**config.mk**
```make
export PLATFORM = sky130hd
export DESIGN_NAME = fjsa_lane
export DESIGN_NICKNAME = d
export VERILOG_FILES = /design/src/sv/fjsa_pkg.sv /design/src/sv/fjsa_lane.sv
export SDC_FILE = /design/constraint.sdc
export NUM_CORES = 2
export LEC_CHECK = 0
export BUFFER_PORTS_ARGS = -buffer_cell sky130_fd_sc_hd__buf_2
export CELL_PAD_IN_SITES_DETAIL_PLACEMENT = 1
export CELL_PAD_IN_SITES_GLOBAL_PLACEMENT = 1
export CORE_MARGIN = 2
export CORE_UTILIZATION = 51
export DETAILED_ROUTE_END_ITERATION = 6
export PLACE_DENSITY = 0.94
export RECOVER_POWER = 50
export SLEW_MARGIN = 20
export SYNTH_ARGS = -nofsm -noshare
export SYNTH_HDL_FRONTEND = slang
export SYNTH_SLANG_ARGS = --single-unit
export TNS_END_PERCENT = 5
```
**constraint.sdc**
```tcl
create_clock -name vclk -period 11.4
set_clock_uncertainty 0.05 [all_clocks]
set_input_delay 0.57 -clock vclk [all_inputs]
set_output_delay 0.57 -clock vclk [all_outputs]
set_load 0.05 [all_outputs]
```
**src/sv/fjsa_pkg.sv**
```systemverilog
// fjsa_pkg: shared types and constants of the folded joint spectrum accumulator
// depends on nothing
`default_nettype none
package fjsa_pkg;
  localparam int unsigned Q15_W = 16;
  localparam logic [Q15_W-1:0] Q15_MAX = 16'hFFFF;
  localparam logic KIND_TRIPLE = 1'b0;
  localparam logic KIND_READ   = 1'b1;

  typedef enum logic [2:0] {
    ST_IDLE,
    ST_CONV,
    ST_FOLD,
    ST_READ,
    ST_OUT
  } state_t;

  // q1.15 product, truncated; two full-scale operands give up to 17 bits
  function automatic logic [Q15_W:0] qmul(input logic [Q15_W-1:0] a,
                                          input logic [Q15_W-1:0] b);
    logic [2*Q15_W-1:0] p;
    p = a * b;
    qmul = p[2*Q15_W-1:15];
  endfunction

  // q1.15 add that saturates at all ones
  function automatic logic [Q15_W-1:0] qadd_sat(input logic [Q15_W:0] a,
                                                input logic [Q15_W:0] b);
    logic [Q15_W+1:0] s;
    s = {1'b0, a} + {1'b0, b};
    qadd_sat = (s > {2'b00, Q15_MAX}) ? Q15_MAX : s[Q15_W-1:0];
  endfunction
endpackage
`default_nettype wire

```
**src/sv/fjsa_lane.sv**
```systemverilog
// fjsa_lane: one convolution lane, computes one entry of the next vector
// depends on fjsa_pkg
`default_nettype none
module fjsa_lane (
  input  wire logic [fjsa_pkg::Q15_W-1:0] v0,   // conv[k]
  input  wire logic [fjsa_pkg::Q15_W-1:0] v1,   // conv[k-1]
  input  wire logic [fjsa_pkg::Q15_W-1:0] v2,   // conv[k-2]
  input  wire logic [fjsa_pkg::Q15_W-1:0] l0,
  input  wire logic [fjsa_pkg::Q15_W-1:0] l1,
  input  wire logic [fjsa_pkg::Q15_W-1:0] l2,
  output logic      [fjsa_pkg::Q15_W-1:0] sum
);
  import fjsa_pkg::*;
  // accumulation order matches g = 0, 1, 2
  always_comb begin
    sum = qadd_sat({1'b0, qadd_sat(qmul(v0, l0), qmul(v1, l1))}, qmul(v2, l2));
  end
endmodule
`default_nettype wire

```
After elaboration in Yosys (flattened, before gate mapping):

Index checks and enable logic that the tools add are counted.

* input bits: 96
* register bits: 0
* RAM bits: 0
* memories kept: 0
* output and inout bits: 16
* bits in read-only memories: 0
* word-level logic and storage cells: 9
* latch bits: 0

* shifts and indexed selects: 0
* divide/modulo/power cells: 0
* multiplexer cells: 2
* $mul: 3
* bitwise operators: 0
* $add $sub $neg: 2
* reductions and logical operators: 0
* equality and inequality tests: 0
* magnitude comparators: 2

Operators with widths (count)
* 16-bit by 16-bit multiplier with 32-bit output: 3
* 18-bit by 16-bit greater-than comparator with 1-bit output, second input constant: 2
* 16-bit 2-to-1 mux: 2
* 16-bit by 17-bit adder with 18-bit output: 1
* 17-bit by 17-bit adder with 18-bit output: 1

Longest topological paths before layout:

* depth in word-level cells: 7
* mapped depth: 42
* mapped depth without buffers: 40

Least setup slack after synthesis:

Ideal clock, no wire load.

* path type: input-to-output
* start: in l1[1] in the netlist's numbering
* end: out sum[13] in the netlist's numbering
* arrival time: 10145 ps
* stages: 39
* data required time: 10780 ps
* path buffers: 2
* slack: 635 ps
* cell sequence: clkbuf_1 nand2_1 fa_1 fa_1 fa_1 fa_1 inv_1 fa_1 inv_1 fa_1 inv_1 ha_1 a21o_1 a21o_1 a221o_1 o211ai_2 a21oi_1 o41a_1 (+3 left out) a21o_1 a21o_1 a21oi_1 o32ai_1 or2_2 a211oi_4 nand2b_1 ha_1 fa_1 a21oi_1 o21a_1 a21oi_2 a41oi_1 a21o_1 a2111oi_4 mux2i_2 buf_6 o21bai_1

* word-level cells in the longest chain between the ends: 7

RTL lines
* start: declaration: line fjsa_lane.sv:9 `input wire logic [fjsa_pkg::Q15_W-1:0] l1,`
* 16-bit by 16-bit multiplier with 32-bit output (*): line fjsa_pkg.sv:22 `p = a * b;`
* 17-bit by 17-bit adder with 18-bit output (*): line fjsa_pkg.sv:30 `s = {1'b0, a} + {1'b0, b};`
* 18-bit by 16-bit greater-than comparator with 1-bit output: line fjsa_pkg.sv:31 `qadd_sat = (s > {2'b00, Q15_MAX}) ? Q15_MAX : s[Q15_W-1:0];`
* 16-bit 2-to-1 mux (*): line fjsa_pkg.sv:31
* 16-bit by 17-bit adder with 18-bit output (*): line fjsa_pkg.sv:30
* 18-bit by 16-bit greater-than comparator with 1-bit output: line fjsa_pkg.sv:31
* 16-bit 2-to-1 mux (*): line fjsa_pkg.sv:31
* end: declaration: line fjsa_lane.sv:11 `output logic [fjsa_pkg::Q15_W-1:0] sum`

Mark *: on every way between the ends. The rest lies on a longest branch, timed or not.

Final worst setup path:

* start: in v1[7] in the netlist's numbering
* end: out sum[11] in the netlist's numbering

* word-level cells in the longest chain between the ends: 7

RTL lines
* start: declaration: line fjsa_lane.sv:6 `input wire logic [fjsa_pkg::Q15_W-1:0] v1,`
* 16-bit by 16-bit multiplier with 32-bit output (*): line fjsa_pkg.sv:22
* 17-bit by 17-bit adder with 18-bit output (*): line fjsa_pkg.sv:30
* 18-bit by 16-bit greater-than comparator with 1-bit output: line fjsa_pkg.sv:31
* 16-bit 2-to-1 mux (*): line fjsa_pkg.sv:31
* 16-bit by 17-bit adder with 18-bit output (*): line fjsa_pkg.sv:30
* 18-bit by 16-bit greater-than comparator with 1-bit output: line fjsa_pkg.sv:31
* 16-bit 2-to-1 mux (*): line fjsa_pkg.sv:31

Marked as above.

==> results.toml <==
[global_routing]
busiest_layer = "met2"
use_met3_pct = 3.51
met1_usage_pct = 35.1
gr-total-overflow = 0
grt_pass1_wl_mm = 134
groute.usage.overall_pct = 32.3
met2_usage_pct = 61.0
grt_max_degree = 17
grt_pass1_vias = 25800
grt_antenna_before_repair = 0

[sta]
relSlewSlack_pct = 65.4
hold_slack_ns = 2.67
hold_viol = 0
finalCritPeriodShare_pct = 99.1
tightest_slew_ns = 0.513
fmax_mhz = 88.5
finalMaxSlewViolations = 0
min_period_ns = 11.30
tns_ns = 0
finalSetupViolations = 0

[worst_setup_path]
critPathLaunchType = "primary input"
startpoint = "v1[7]"
arrival_ns = 10.68
critical_path.most_common_cell = "fa_1"
critPathKind = "in -> out"
cp.depth = 40
crit_slowest_cell = "fa_1"
crit_buf_inv = 7
crit_path_max_incr_delay_ns = 0.61
crit_family = "adder cells"
required_ns = 10.78
crit_end = "sum[11]"
worstPathMaxFanout = 9
crit_path_end_kind = "output port"

[die]
start_util_pct = 51.4
io_pins = 112
die_area_mm2 = 0.0521
die_h_um = 228
core_area_mm2 = 0.0499
num_rows = 82
die_x_um = 228

[drt]
drcViolationCount = 0
dr_total_vias = 21200
drtAntennaViolNets = 0
dr.pass1.iters = 5
drt_iter0_drc = 1102
via_per_inst = 5.71
routedWlPerCell_um = 22.4
wl_mm = 83.0

[finish]
final_core_util_pct = 54.8
final_cell_mix = "inv_1 (687), fa_1 (581), nand2_1 (495)"
antenna_cells = 0
final_common_cell = "inv_1"
fin_nets = 4049
clock_buffers = 0
fillCellCount = 5991
final-seq-area_um2 = 0
final_cells = 3706
syn2layout_area_growth_pct = 6.51
seq_cell_count = 0
drive_above_1_share_pct = 6.69

[hold_path]
hp-class = "in -> out"

[logic_synthesis]
synth_nets = 3983
synth_warnings = 0
syn_area_per_cell_um2 = 8.64
syn_area_mm2 = 0.0257
seq_area_frac_synth_pct = 0
synth_cells = 2970
synth.distinct_cells = 67

[outcome]
outcome = "finished clean"

[place]
dp.cells = 3689
dp_hpwl_mm = 70.9
place.gp.congestion = 0.924
port_buffers = 112

[run]
maxCapViolCount = 0
==> per-stage QoR <==
stage / worst slack [ns] / area (µm²)
6_report: 0.0982 / 27300
5_1_grt: -0.151 / 27300
4_1_cts: -0.0753 / 27000
3_5_place_dp: -0.286 / 27000
3_3_place_gp: 0.0861 / 27000
2_1_floorplan: 0.635 / 25700
==> layout make-up <==
class              count  area, µm²  area share, %
multi-input cells   2185      22900           83.7
well taps            672        841           3.08
inverters            687       2580           9.44
repair buffers       162       1030           3.78
==> logic make-up after synthesis <==
group	share of synthesized area (%)
AO/OA/AOI/OAI	5.67
buffers and inverters	11.5
XOR/XNOR	2.42
multiplexers	0.0927
AND/OR/NAND/NOR	18.5
adder cells (fa/ha/maj)	61.7
==> cell usage after synthesis, types with 8 or more instances <==
cell        n  share of area [%]
inv_1     687                 10
nand2b_1   20               0.49
ha_1      336                 16
clkbuf_1   95                1.4
o21a_1     10               0.29
a21o_1     38                1.1
nand4_1    16               0.39
o211ai_1   11               0.32
a211oi_1    8               0.23
a31oi_1     9               0.22
o21ai_0    30               0.59
nor2_1     52               0.76
and2_1    320                7.8
nand2_1   496                7.3
o21bai_1    9               0.26
nor3_1     23               0.45
xnor2_1    46                1.6
a21oi_1    56                1.1
nand3_1    19               0.37
xor2_1     25               0.85
nor2b_1    10               0.24
fa_1      581                 45
==> per-layer routing <==
metal  vias up  share of wire (%)  routed length [µm]
met5         -                  0                   0
met4         0                6.6                5490
met3       389                5.2                4280
met2       890                 53               43900
met1     10900                 35               29300
li1       9021                  -                   -
==> timing repair <==
action | CTS | global route
setup buffers | 1 | 16
pin swaps | 1 | 22
hold buffers | 0 | 0
resized for setup | 16 | 42
endpoints found under the setup margin | 16 | 16
==> worst min path at each step <==
| stage | start | to | slack, ns | cells after the start |
|---|---|---|---|---|
| floorplan | v2[1] | sum[0] | 2.13 | 7 |
| global placement | v2[1] | sum[0] | 2.73 | 10 |
| detailed placement | v2[1] | sum[0] | 2.77 | 10 |
| CTS | v2[1] | sum[0] | 2.66 | 10 |
| global route | v2[0] | sum[0] | 2.78 | 10 |
| finish | v2[1] | sum[0] | 2.67 | 10 |
Power is left out: the tool's default activity adds up to more than one toggle a clock period on the data nets, which glitch-free logic cannot reach.
